--- src/hw/rtl/vcpt_pkg.sv ---
// Shared types and constants for the visual center PD tracker.
// Payload structs, configuration register map, stage bundles, fixed-point sizes.
`default_nettype none

package vcpt_pkg;

	localparam int FRAC_BITS = 8;
	localparam int GAIN_FRAC = 8;
	localparam int UP_SHIFT = (FRAC_BITS >= GAIN_FRAC) ? (FRAC_BITS - GAIN_FRAC) : 0;
	localparam int DN_SHIFT = (FRAC_BITS < GAIN_FRAC) ? (GAIN_FRAC - FRAC_BITS) : 0;
	localparam int HALF_LSB = (DN_SHIFT > 0) ? (1 << (DN_SHIFT - 1)) : 0;

	localparam int ERR_W = 18;
	localparam int DLT_W = 9;
	localparam int PROD_W = 34;
	localparam int DPROD_W = 25;
	localparam int TERM_W = 36 + UP_SHIFT;
	localparam int SUM_W = TERM_W + 1;
	localparam int TGT_W = $clog2(300 << FRAC_BITS) + 2;
	localparam int OUT_W = 17;

	localparam logic signed [TGT_W-1:0] Y_MAX = TGT_W'(250 << FRAC_BITS);
	localparam logic signed [TGT_W-1:0] Y_MIN = -Y_MAX;
	localparam logic signed [TGT_W-1:0] Z_MAX = TGT_W'(300 << FRAC_BITS);
	localparam logic signed [TGT_W-1:0] Z_MIN = TGT_W'(175 << FRAC_BITS);
	localparam logic signed [TGT_W-1:0] Z_RESET = TGT_W'(200 << FRAC_BITS);

	localparam int REG_IDX_W = 3;
	localparam int CFG_DATA_W = 16;

	typedef enum logic [REG_IDX_W-1:0] {
		REG_GAIN_P       = 3'd0,
		REG_GAIN_D       = 3'd1,
		REG_CENTER_X     = 3'd2,
		REG_CENTER_Y     = 3'd3,
		REG_DEAD_BAND    = 3'd4,
		REG_RELEASE_BAND = 3'd5,
		REG_DELTA_LIMIT  = 3'd6
	} reg_idx_t;

	typedef struct packed {
		logic [15:0] gain_p;
		logic [15:0] gain_d;
		logic [9:0]  center_x;
		logic [9:0]  center_y;
		logic [7:0]  dead_band;
		logic [7:0]  release_band;
		logic [7:0]  delta_limit;
	} cfg_t;

	typedef struct packed {
		logic [15:0] blob_x;
		logic [15:0] blob_y;
	} item_t;

	typedef struct packed {
		logic signed [OUT_W-1:0] aim_y;
		logic [OUT_W-1:0]        aim_z;
		logic                    lock_flag;
		logic                    updated;
	} res_t;

	typedef struct packed {
		logic in_rel;
		logic in_db;
	} band_t;

	typedef struct packed {
		logic signed [ERR_W-1:0] ex;
		logic signed [ERR_W-1:0] ey;
		logic signed [DLT_W-1:0] dax;
		logic signed [DLT_W-1:0] dbx;
		logic signed [DLT_W-1:0] day;
		logic signed [DLT_W-1:0] dby;
		band_t                   band;
	} delta_t;

	typedef struct packed {
		logic signed [TERM_W-1:0] tax;
		logic signed [TERM_W-1:0] tbx;
		logic signed [TERM_W-1:0] tay;
		logic signed [TERM_W-1:0] tby;
		band_t                    band;
	} term_t;

endpackage

`default_nettype wire

--- src/hw/rtl/vcpt_front.sv ---
// Error front end: center minus blob, lock band compares, clamped error changes.
// Uses vcpt_pkg. Change candidates cover a previous error of zero or the last raw error.
`default_nettype none

module vcpt_front (
	input  wire logic            clk,
	input  wire logic            arst_n,
	input  wire logic            adv,
	input  wire logic            take,
	input  wire vcpt_pkg::item_t item,
	input  wire vcpt_pkg::cfg_t  cfg,
	output logic                 v_s2,
	output vcpt_pkg::delta_t     delta_s2
);

	localparam int EW = vcpt_pkg::ERR_W;
	localparam int DW = vcpt_pkg::DLT_W;

	logic                 v_s1;
	logic signed [EW-1:0] ex_s1, ey_s1;
	logic signed [EW-1:0] lastx_q, lasty_q;
	logic signed [EW-1:0] ex_in, ey_in;
	logic [EW-1:0]        absx, absy;
	vcpt_pkg::delta_t     delta_d;

	function automatic logic signed [DW-1:0] clamp_dlt(input logic signed [EW:0] v,
			input logic [7:0] lim);
		logic signed [EW:0] hi;
		hi = $signed({{(EW-7){1'b0}}, lim});
		if (v > hi)
			return DW'(hi);
		else if (v < -hi)
			return DW'(-hi);
		return DW'(v);
	endfunction

	assign ex_in = $signed({{(EW-10){1'b0}}, cfg.center_x}) - $signed({2'b00, item.blob_x});
	assign ey_in = $signed({{(EW-10){1'b0}}, cfg.center_y}) - $signed({2'b00, item.blob_y});

	always_comb begin
		absx = ex_s1[EW-1] ? EW'(-ex_s1) : ex_s1;
		absy = ey_s1[EW-1] ? EW'(-ey_s1) : ey_s1;
		delta_d.ex = ex_s1;
		delta_d.ey = ey_s1;
		delta_d.dax = clamp_dlt((EW+1)'(ex_s1), cfg.delta_limit);
		delta_d.day = clamp_dlt((EW+1)'(ey_s1), cfg.delta_limit);
		delta_d.dbx = clamp_dlt((EW+1)'(ex_s1) - (EW+1)'(lastx_q), cfg.delta_limit);
		delta_d.dby = clamp_dlt((EW+1)'(ey_s1) - (EW+1)'(lasty_q), cfg.delta_limit);
		delta_d.band.in_rel = (absx <= EW'(cfg.release_band)) &&
			(absy <= EW'(cfg.release_band));
		delta_d.band.in_db = (absx <= EW'(cfg.dead_band)) && (absy <= EW'(cfg.dead_band));
	end

	always_ff @(posedge clk or negedge arst_n) begin
		if (!arst_n) begin
			v_s1 <= 1'b0;
			v_s2 <= 1'b0;
			lastx_q <= '0;
			lasty_q <= '0;
		end else if (adv) begin
			v_s1 <= take;
			v_s2 <= v_s1;
			if (v_s1) begin
				lastx_q <= ex_s1;
				lasty_q <= ey_s1;
			end
		end
	end

	always_ff @(posedge clk) begin
		if (adv) begin
			ex_s1 <= ex_in;
			ey_s1 <= ey_in;
			delta_s2 <= delta_d;
		end
	end

endmodule

`default_nettype wire

--- src/hw/rtl/vcpt_gain.sv ---
// Gain stages: error times gain_p, change candidates times gain_d, Q.8 rescale.
// Uses vcpt_pkg. Two registered stages, products then summed terms.
`default_nettype none

module vcpt_gain (
	input  wire logic             clk,
	input  wire logic             arst_n,
	input  wire logic             adv,
	input  wire logic             v_s2,
	input  wire vcpt_pkg::delta_t delta_s2,
	input  wire vcpt_pkg::cfg_t   cfg,
	output logic                  v_s4,
	output vcpt_pkg::term_t       term_s4
);

	localparam int PW = vcpt_pkg::PROD_W;
	localparam int QW = vcpt_pkg::DPROD_W;
	localparam int TW = vcpt_pkg::TERM_W;

	typedef struct packed {
		logic signed [PW-1:0] px;
		logic signed [PW-1:0] py;
		logic signed [QW-1:0] qax;
		logic signed [QW-1:0] qbx;
		logic signed [QW-1:0] qay;
		logic signed [QW-1:0] qby;
		vcpt_pkg::band_t      band;
	} prod_t;

	logic                 v_s3;
	prod_t                prod_s3, prod_d;
	vcpt_pkg::term_t      term_d;
	logic signed [PW-1:0] kp_w;
	logic signed [QW-1:0] kd_w;

	function automatic logic signed [TW-1:0] rescale(input logic signed [PW-1:0] p,
			input logic signed [QW-1:0] q);
		logic signed [TW-1:0] s;
		s = TW'(p) + TW'(q) + TW'(vcpt_pkg::HALF_LSB);
		return (s >>> vcpt_pkg::DN_SHIFT) <<< vcpt_pkg::UP_SHIFT;
	endfunction

	assign kp_w = $signed({{(PW-16){1'b0}}, cfg.gain_p});
	assign kd_w = $signed({{(QW-16){1'b0}}, cfg.gain_d});

	always_comb begin
		prod_d.px = PW'(delta_s2.ex) * kp_w;
		prod_d.py = PW'(delta_s2.ey) * kp_w;
		prod_d.qax = QW'(delta_s2.dax) * kd_w;
		prod_d.qbx = QW'(delta_s2.dbx) * kd_w;
		prod_d.qay = QW'(delta_s2.day) * kd_w;
		prod_d.qby = QW'(delta_s2.dby) * kd_w;
		prod_d.band = delta_s2.band;
		term_d.tax = rescale(prod_s3.px, prod_s3.qax);
		term_d.tbx = rescale(prod_s3.px, prod_s3.qbx);
		term_d.tay = rescale(prod_s3.py, prod_s3.qay);
		term_d.tby = rescale(prod_s3.py, prod_s3.qby);
		term_d.band = prod_s3.band;
	end

	always_ff @(posedge clk or negedge arst_n) begin
		if (!arst_n) begin
			v_s3 <= 1'b0;
			v_s4 <= 1'b0;
		end else if (adv) begin
			v_s3 <= v_s2;
			v_s4 <= v_s3;
		end
	end

	always_ff @(posedge clk) begin
		if (adv) begin
			prod_s3 <= prod_d;
			term_s4 <= term_d;
		end
	end

endmodule

`default_nettype wire

--- src/hw/rtl/vcpt_update.sv ---
// Lock hysteresis, target accumulation with saturation, and the result register.
// Uses vcpt_pkg. Holds the tracker state that closes the per-item loop.
`default_nettype none

module vcpt_update (
	input  wire logic            clk,
	input  wire logic            arst_n,
	input  wire logic            adv,
	input  wire logic            v_s4,
	input  wire vcpt_pkg::term_t term_s4,
	output logic                 res_valid,
	output vcpt_pkg::res_t       res_data
);

	localparam int GW = vcpt_pkg::TGT_W;
	localparam int SW = vcpt_pkg::SUM_W;
	localparam int TW = vcpt_pkg::TERM_W;
	localparam int OW = vcpt_pkg::OUT_W;
	localparam int XW = (GW > OW) ? GW : OW;

	logic                 locked_q, last_pd_q, res_valid_q;
	logic signed [GW-1:0] target_y_q, target_z_q;
	logic signed [GW-1:0] ny, nz;
	logic signed [TW-1:0] ty, tz;
	logic signed [SW-1:0] sy, sz;
	logic signed [XW-1:0] oy, oz;
	logic                 dead;
	vcpt_pkg::res_t       res_q;

	function automatic logic signed [GW-1:0] sat(input logic signed [SW-1:0] v,
			input logic signed [GW-1:0] lo, input logic signed [GW-1:0] hi);
		if (v < SW'(lo))
			return lo;
		else if (v > SW'(hi))
			return hi;
		return GW'(v);
	endfunction

	always_comb begin
		dead = (locked_q && term_s4.band.in_rel) || term_s4.band.in_db;
		ty = last_pd_q ? term_s4.tbx : term_s4.tax;
		tz = last_pd_q ? term_s4.tby : term_s4.tay;
		sy = SW'(target_y_q) + SW'(ty);
		sz = SW'(target_z_q) + SW'(tz);
		ny = dead ? target_y_q : sat(sy, vcpt_pkg::Y_MIN, vcpt_pkg::Y_MAX);
		nz = dead ? target_z_q : sat(sz, vcpt_pkg::Z_MIN, vcpt_pkg::Z_MAX);
		oy = XW'(ny);
		oz = XW'(nz);
	end

	always_ff @(posedge clk or negedge arst_n) begin
		if (!arst_n) begin
			res_valid_q <= 1'b0;
			locked_q <= 1'b0;
			last_pd_q <= 1'b0;
			target_y_q <= '0;
			target_z_q <= vcpt_pkg::Z_RESET;
		end else if (adv) begin
			res_valid_q <= v_s4;
			if (v_s4) begin
				locked_q <= dead;
				last_pd_q <= !dead;
				target_y_q <= ny;
				target_z_q <= nz;
			end
		end
	end

	always_ff @(posedge clk) begin
		if (adv) begin
			res_q.aim_y <= oy[OW-1:0];
			res_q.aim_z <= oz[OW-1:0];
			res_q.lock_flag <= dead;
			res_q.updated <= !dead;
		end
	end

	assign res_valid = res_valid_q;
	assign res_data = res_q;

endmodule

`default_nettype wire

--- src/hw/rtl/visual_center_pd_tracker.sv ---
// Visual center PD tracker top level: configuration registers, pipeline control, checks.
// Uses vcpt_pkg, vcpt_front, vcpt_gain and vcpt_update.
//
// One blob center in, one arm target out, one transaction per clock sustained while the result
// register is not stalled. An item passes through error, change clamp, gain multiply, term
// rescale, then the lock and target update that writes the result register. The pipeline
// advances as a whole whenever the result register is empty or being taken, so item_stall
// follows res_stall while a result waits. Lock, previous-error choice and the targets are
// resolved in the last stage, which lets a new item enter every cycle the pipeline advances.
// Write configuration only while no transaction is in flight; cfg_ready is always high.
`default_nettype none

module visual_center_pd_tracker (
	input  wire logic                               clk,
	input  wire logic                               arst_n,
	input  wire logic                               item_valid,
	output logic                                    item_stall,
	input  wire vcpt_pkg::item_t                    item_data,
	output logic                                    res_valid,
	input  wire logic                               res_stall,
	output vcpt_pkg::res_t                          res_data,
	input  wire logic                               cfg_valid,
	output logic                                    cfg_ready,
	input  wire logic [vcpt_pkg::REG_IDX_W-1:0]     cfg_index,
	input  wire logic [vcpt_pkg::CFG_DATA_W-1:0]    cfg_data
);

	vcpt_pkg::cfg_t   cfg_q;
	vcpt_pkg::delta_t delta_s2;
	vcpt_pkg::term_t  term_s4;
	logic             adv, v_s2, v_s4;

	assign adv = !res_valid || !res_stall;
	assign item_stall = !adv;
	assign cfg_ready = 1'b1;

	always_ff @(posedge clk or negedge arst_n) begin
		if (!arst_n) begin
			cfg_q.gain_p <= 16'd256;
			cfg_q.gain_d <= 16'd0;
			cfg_q.center_x <= 10'd160;
			cfg_q.center_y <= 10'd120;
			cfg_q.dead_band <= 8'd10;
			cfg_q.release_band <= 8'd16;
			cfg_q.delta_limit <= 8'd40;
		end else if (cfg_valid && cfg_ready) begin
			unique case (vcpt_pkg::reg_idx_t'(cfg_index))
				vcpt_pkg::REG_GAIN_P:       cfg_q.gain_p <= cfg_data;
				vcpt_pkg::REG_GAIN_D:       cfg_q.gain_d <= cfg_data;
				vcpt_pkg::REG_CENTER_X:     cfg_q.center_x <= cfg_data[9:0];
				vcpt_pkg::REG_CENTER_Y:     cfg_q.center_y <= cfg_data[9:0];
				vcpt_pkg::REG_DEAD_BAND:    cfg_q.dead_band <= cfg_data[7:0];
				vcpt_pkg::REG_RELEASE_BAND: cfg_q.release_band <= cfg_data[7:0];
				vcpt_pkg::REG_DELTA_LIMIT:  cfg_q.delta_limit <= cfg_data[7:0];
				default: begin
				end
			endcase
		end
	end

	vcpt_front u_front (
		.clk      (clk),
		.arst_n   (arst_n),
		.adv      (adv),
		.take     (item_valid),
		.item     (item_data),
		.cfg      (cfg_q),
		.v_s2     (v_s2),
		.delta_s2 (delta_s2)
	);

	vcpt_gain u_gain (
		.clk      (clk),
		.arst_n   (arst_n),
		.adv      (adv),
		.v_s2     (v_s2),
		.delta_s2 (delta_s2),
		.cfg      (cfg_q),
		.v_s4     (v_s4),
		.term_s4  (term_s4)
	);

	vcpt_update u_update (
		.clk       (clk),
		.arst_n    (arst_n),
		.adv       (adv),
		.v_s4      (v_s4),
		.term_s4   (term_s4),
		.res_valid (res_valid),
		.res_data  (res_data)
	);

	a_lock_xor_update: assert property (@(posedge clk) disable iff (!arst_n)
		res_valid |-> (res_data.updated != res_data.lock_flag))
		else $error("lock_flag and updated both set or both clear");

	a_stall_backpressure: assert property (@(posedge clk) disable iff (!arst_n)
		(res_valid && res_stall) |-> item_stall)
		else $error("item taken while a stalled result blocks the pipeline");

	a_stall_drop: assert property (@(posedge clk) disable iff (!arst_n)
		(res_valid && !res_stall) |-> !item_stall)
		else $error("input stalled while the result register drains");

endmodule

`default_nettype wire
--- config.mk ---
export PLATFORM = sky130hd
export DESIGN_NAME = visual_center_pd_tracker
export DESIGN_NICKNAME = d
export VERILOG_FILES = /design/src/hw/rtl/vcpt_pkg.sv /design/src/hw/rtl/vcpt_front.sv /design/src/hw/rtl/vcpt_gain.sv /design/src/hw/rtl/vcpt_update.sv /design/src/hw/rtl/visual_center_pd_tracker.sv
export SDC_FILE = /design/constraint.sdc
export NUM_CORES = 2
export LEC_CHECK = 0
export BUFFER_PORTS_ARGS = -buffer_cell sky130_fd_sc_hd__buf_4
export CAP_MARGIN = 20
export CORE_MARGIN = 2
export CORE_UTILIZATION = 25
export DETAILED_ROUTE_END_ITERATION = 10
export PLACE_DENSITY_LB_ADDON = 0.12
export SYNTH_ARGS = -nofsm -noshare
export SYNTH_HDL_FRONTEND = slang
export SYNTH_SLANG_ARGS = --single-unit
--- constraint.sdc ---
create_clock -name clk -period 65 [get_ports clk]
set_clock_uncertainty 0.05 [all_clocks]
set_input_delay 19.5 -clock clk [delete_from_list [all_inputs] [get_ports clk]]
set_output_delay 19.5 -clock clk [all_outputs]
set_load 0.05 [all_outputs]
After elaboration in Yosys (flattened, before gate mapping)
Index checks and enable logic that the tools add are counted.

storage, ports and cells
  register bits = 613
  input bits = 56
  output and inout port bits = 39
  logic and storage cells = 146

cells by class
  add/subtract/negate cells = 13
  multiply operators = 6
  magnitude comparators = 16
  equality and inequality tests = 6
  mux-type cells = 36
  bitwise operators = 1
  reductions and logical operators = 20

operators with widths
  kind                    number
  $add A34 B25 Y35        4
  $mux W19                6
  $mux W9                 12
  $mul A9 B17 Y25         4
  $add A19 B36 Y37        2
  $lt A37 B17 Y1 const B  2
  $le A18 B8 Y1           4
  $mux W36                2
  $mul A17 B17 Y34        2
  $gt A19 B9 Y1           2
  $lt A17 B19 Y1          2
  $lt A19 B19 Y1          2
  $gt A37 B17 Y1 const B  1
  $gt A37 B18 Y1 const B  1
  $mux W18                2
  $neg A17 Y18            2
  $sub A17 B17 Y18        2
  $gt A17 B9 Y1           2
  $mux W17                2
  $sub A10 B16 Y17        2
  $neg A8 Y19             1
  $reduce_and A2 Y1       9
  $mux W1                 12
  $eq A3 B3 Y1 const B    3
  other kinds (8)         15

Logic depth before layout (Yosys ltp)
  depth in word-level cells = 7
  depth in mapped cells = 27
  depth with buffers taken out = 25

Hierarchy
Synthesis repeated with hierarchy kept, for this count alone.

unflattened totals
  cell total of the unflattened synthesis = 8,515
  area, all modules = 81,008.9 µm²

modules (own cells, without submodules)
  module                    times used  cells each  area an instance (µm²)  seq. area each (µm²)
  vcpt_gain                 1           5,816       55,839.8                9,419.0
  vcpt_front                1           1,322       12,560.8                4,083.9
  vcpt_update               1           1,207       9,686.8                 2,110.8
  visual_center_pd_tracker  1           170         2,921.6                 1,916.8

Worst setup path after synthesis
OpenSTA, ideal clock, no wires.

  path type = input to output
  start = in res_stall
  end = out item_stall
  arrival time = 32.477 ns
  required time = 45.450 ns
  setup slack = 12.973 ns
  stages = 2
  path buffers = 0
  cells stage by stage = nand2_1 -> inv_1

on the way
  longest elaborated chain between the ends = 3

RTL lines
  what                line                            source
  start: declaration  visual_center_pd_tracker.sv:20  input wire logic res_stall,
  $logic_not A1 Y1    visual_center_pd_tracker.sv:33  assign adv = !res_valid || !res_stall;
  $logic_or A1 B1 Y1  visual_center_pd_tracker.sv:33
  $logic_not A1 Y1    visual_center_pd_tracker.sv:34  assign item_stall = !adv;
  end: declaration    visual_center_pd_tracker.sv:17  output logic item_stall,

Every way passes these cells.

Worst setup path after layout
  start = in res_stall
  end = out item_stall

on the way
  longest elaborated chain between the ends = 3

RTL lines
  what                line                            source
  $logic_not A1 Y1    visual_center_pd_tracker.sv:33
  $logic_or A1 B1 Y1  visual_center_pd_tracker.sv:33
  named net adv       visual_center_pd_tracker.sv:31  logic adv, v_s2, v_s4;
  $logic_not A1 Y1    visual_center_pd_tracker.sv:34

The timed path passes the listed nets, and every way through them passes these cells.

==> flow_metrics.env <==
export IMPL_ys_ff_latch=609
export IMPL_syn_area_per_cell_um2=9.55
export IMPL_rows=205
export IMPL_ant_nets=0
export IMPL_grt_max_degree=164
export IMPL_path_clk_slew_ns=0.06
export IMPL_cts_repair_resized=0
export IMPL_numPortBuffers=93
export IMPL_slew_headroom=0.181
export IMPL_wl_mm=241
export IMPL_period_needed_ns=40.36
export IMPL_num_vias=56900
export IMPL_maxCapViolations=0
export IMPL_area_growth_pct=10.5
export IMPL_dieWidth_um=564
export IMPL_ys_types=100
export IMPL_synth_area_mm2=0.0785
export IMPL_ios=95
export IMPL_htreeDepth=3
export IMPL_worstMarginPinSlew_ns=1.23
export IMPL_post_cts_buffers=0
export IMPL_syn_nets=10100
export IMPL_setup_viol=0
export IMPL_grt_overflow=0
export IMPL_finalHoldViolCount=0
export IMPL_status="finished clean"
export IMPL_rsz0062_at_grt="false"
export IMPL_worstPathMaxFanout=26
export IMPL_wl_per_cell_um=19.5
export IMPL_yosysMostFrequentCell="inv_1"
export IMPL_end_kind="output port"
export IMPL_synth_area_leaders="fa_1, edfxtp_1, ha_1, inv_1, dfrtp_1"
export IMPL_yosysWarnings=0
export IMPL_drc=0
export IMPL_drt_iter0_drc=3384
export IMPL_dpl_worst_slack_ns=24.64
export IMPL_required_ns=45.45
export IMPL_hold_path_class="reg2reg"
export IMPL_synth_top_area_frac=0.246
export IMPL_synth_area_leader_cell="fa_1"
export IMPL_antenna_found_initial=29
export IMPL_critPathLaunchType="input pin"
export IMPL_clk_latency_ns=0.74
export IMPL_drv_slew=0
export IMPL_dr_pass1_iters=5
export IMPL_fill_cells=33000
export IMPL_dieArea_mm2=0.318
export IMPL_grt_pass1_wl_mm=374
export IMPL_fp_coreArea_mm2=0.312
export IMPL_grt_pass1_vias=60000
export IMPL_synthCells=8214
export IMPL_cts_buffers=80
export IMPL_fmax_mhz=24.8
export IMPL_timing_final_crit_share=0.621
export IMPL_yosysSeqAreaShare=0.223
export IMPL_cts_hold_fix_buffers=0
export IMPL_synthTopCellsByCount="inv_1, fa_1, nand2_1"
export IMPL_viasPerCell=4.59
export IMPL_async_flop_share=0.255
export IMPL_nets=10000
export IMPL_routabilityCongestion=0.809
export IMPL_grt_use_total=0.153
export IMPL_clock_sinks=609
export IMPL_ys_flop_type="edfxtp_1"
export IMPL_cts_root_buf="clkbuf_16"
export IMPL_synth_edff_count=454
export IMPL_setup_tns_ns=0
export IMPL_drive_above_1_share=0.0641
export IMPL_tritoncts="yes"
export IMPL_dieHeight_um=564
export IMPL_arrival_ns=20.81
export IMPL_hpwl_mm=188
export IMPL_cts_buffer_depth=3
export IMPL_timing_final_ws_setup_ns=24.64
export IMPL_crit_type="in2out"
export IMPL_initial_core_util=0.251
-- through the flow --
step                instances  utilization  hold slack (ns)  instance area (um^2)
floorplan                8214            -            0.350                 78500
global placement        12200        0.269            0.359                 83900
detailed placement      12200        0.269            0.374                 83900
CTS                     12400        0.278            0.394                 86700
global route            12400        0.278            0.405                 86700
finish                  12400        0.278            0.388                 86700
-- cells by family (layout without fill, tap and decap cells) --
| family | after synthesis | after routing | share of synthesized area |
|---|---|---|---|
| fa+ha+maj | 1798 | 1798 | 0.379 |
| mux | 177 | 177 | 0.0248 |
| other cells | 1 | 8 | 0.0000478 |
| flops | 609 | 609 | 0.223 |
| xor+xnor | 355 | 355 | 0.0396 |
| simple gates | 2332 | 2332 | 0.146 |
| buf+inv | 1654 | 1689 | 0.0798 |
| compound gates | 1288 | 1288 | 0.107 |
-- state kept, by name, indices dropped and copies added (netlist names), 17 cells and up --
| signal | flops |
|---|---|
| u_gain.term_s4 | 142 |
| u_update.res_data | 36 |
| u_front.ey_s1 | 17 |
| u_front.ex_s1 | 17 |
| u_update.target_z_q | 19 |
| cfg_q | 76 |
| u_front.lasty_q | 17 |
| u_front.lastx_q | 17 |
| u_front.delta_s2 | 72 |
| u_gain.prod_s3 | 170 |
| u_update.target_y_q | 19 |
-- cells in the final DEF (no fill, tap or decap), types with 157 or more instances in the layout --
master,count
ha_1,834
edfxtp_1,454
nand2_1,920
buf_4,174
nor2_1,310
xnor2_1,271
a21o_1,157
and2_1,474
fa_1,964
o21ai_0,259
inv_1,1362
a21oi_1,332
-- final timing paths --
| kind | start | cells after the start | to | slack (ns) |
|---|---|---|---|---|
| worst max-delay path | res_stall | 4 | item_stall | 24.64 |
| worst min-delay path | u_gain.prod_s3[0] | 0 | u_gain.term_s4[0] | 0.39 |
| worst max register to register | cfg_q[62] | 22 | u_gain.prod_s3[169] | 56.08 |
| worst min register to register | u_gain.prod_s3[0] | 0 | u_gain.term_s4[0] | 0.39 |
| max in group asynchronous | arst_n | 2 | u_update.last_pd_q | 44.48 |
| min in group asynchronous | arst_n | 1 | cfg_q[31] | 18.82 |
-- routing by layer --
layer / vias up / global-route usage / part of all wire / routed length [um]
met4: 6 / 0.0260 / 0.015 / 3610
li1: 27000 / - / - / -
met2: 865 / 0.239 / 0.43 / 105000
met3: 177 / 0.0139 / 0.031 / 7550
met5: - / 0 / 0.00014 / 34
met1: 28800 / 0.231 / 0.52 / 125000
-- area by class of cell --
type	instances	area, um^2	area share
Clock buffer	101	2180	0.0252
Tap cell	4140	5180	0.0597
Inverter	1362	5110	0.0590
Sequential cell	609	17500	0.202
Timing Repair Buffer	178	1360	0.0157
Clock inverter	48	612	0.00706
Antenna cell	7	17.5	0.000202
Multi-Input combinational cell	5951	54700	0.631
-- critical path, stage by stage --
cell and delay (ns):
buf_4 0.09, nand2_4 0.20, inv_1 0.65, buf_4 0.33
Power is left out: the tool's default activity adds up to more than one toggle a clock period on the data nets, which glitch-free logic cannot reach.
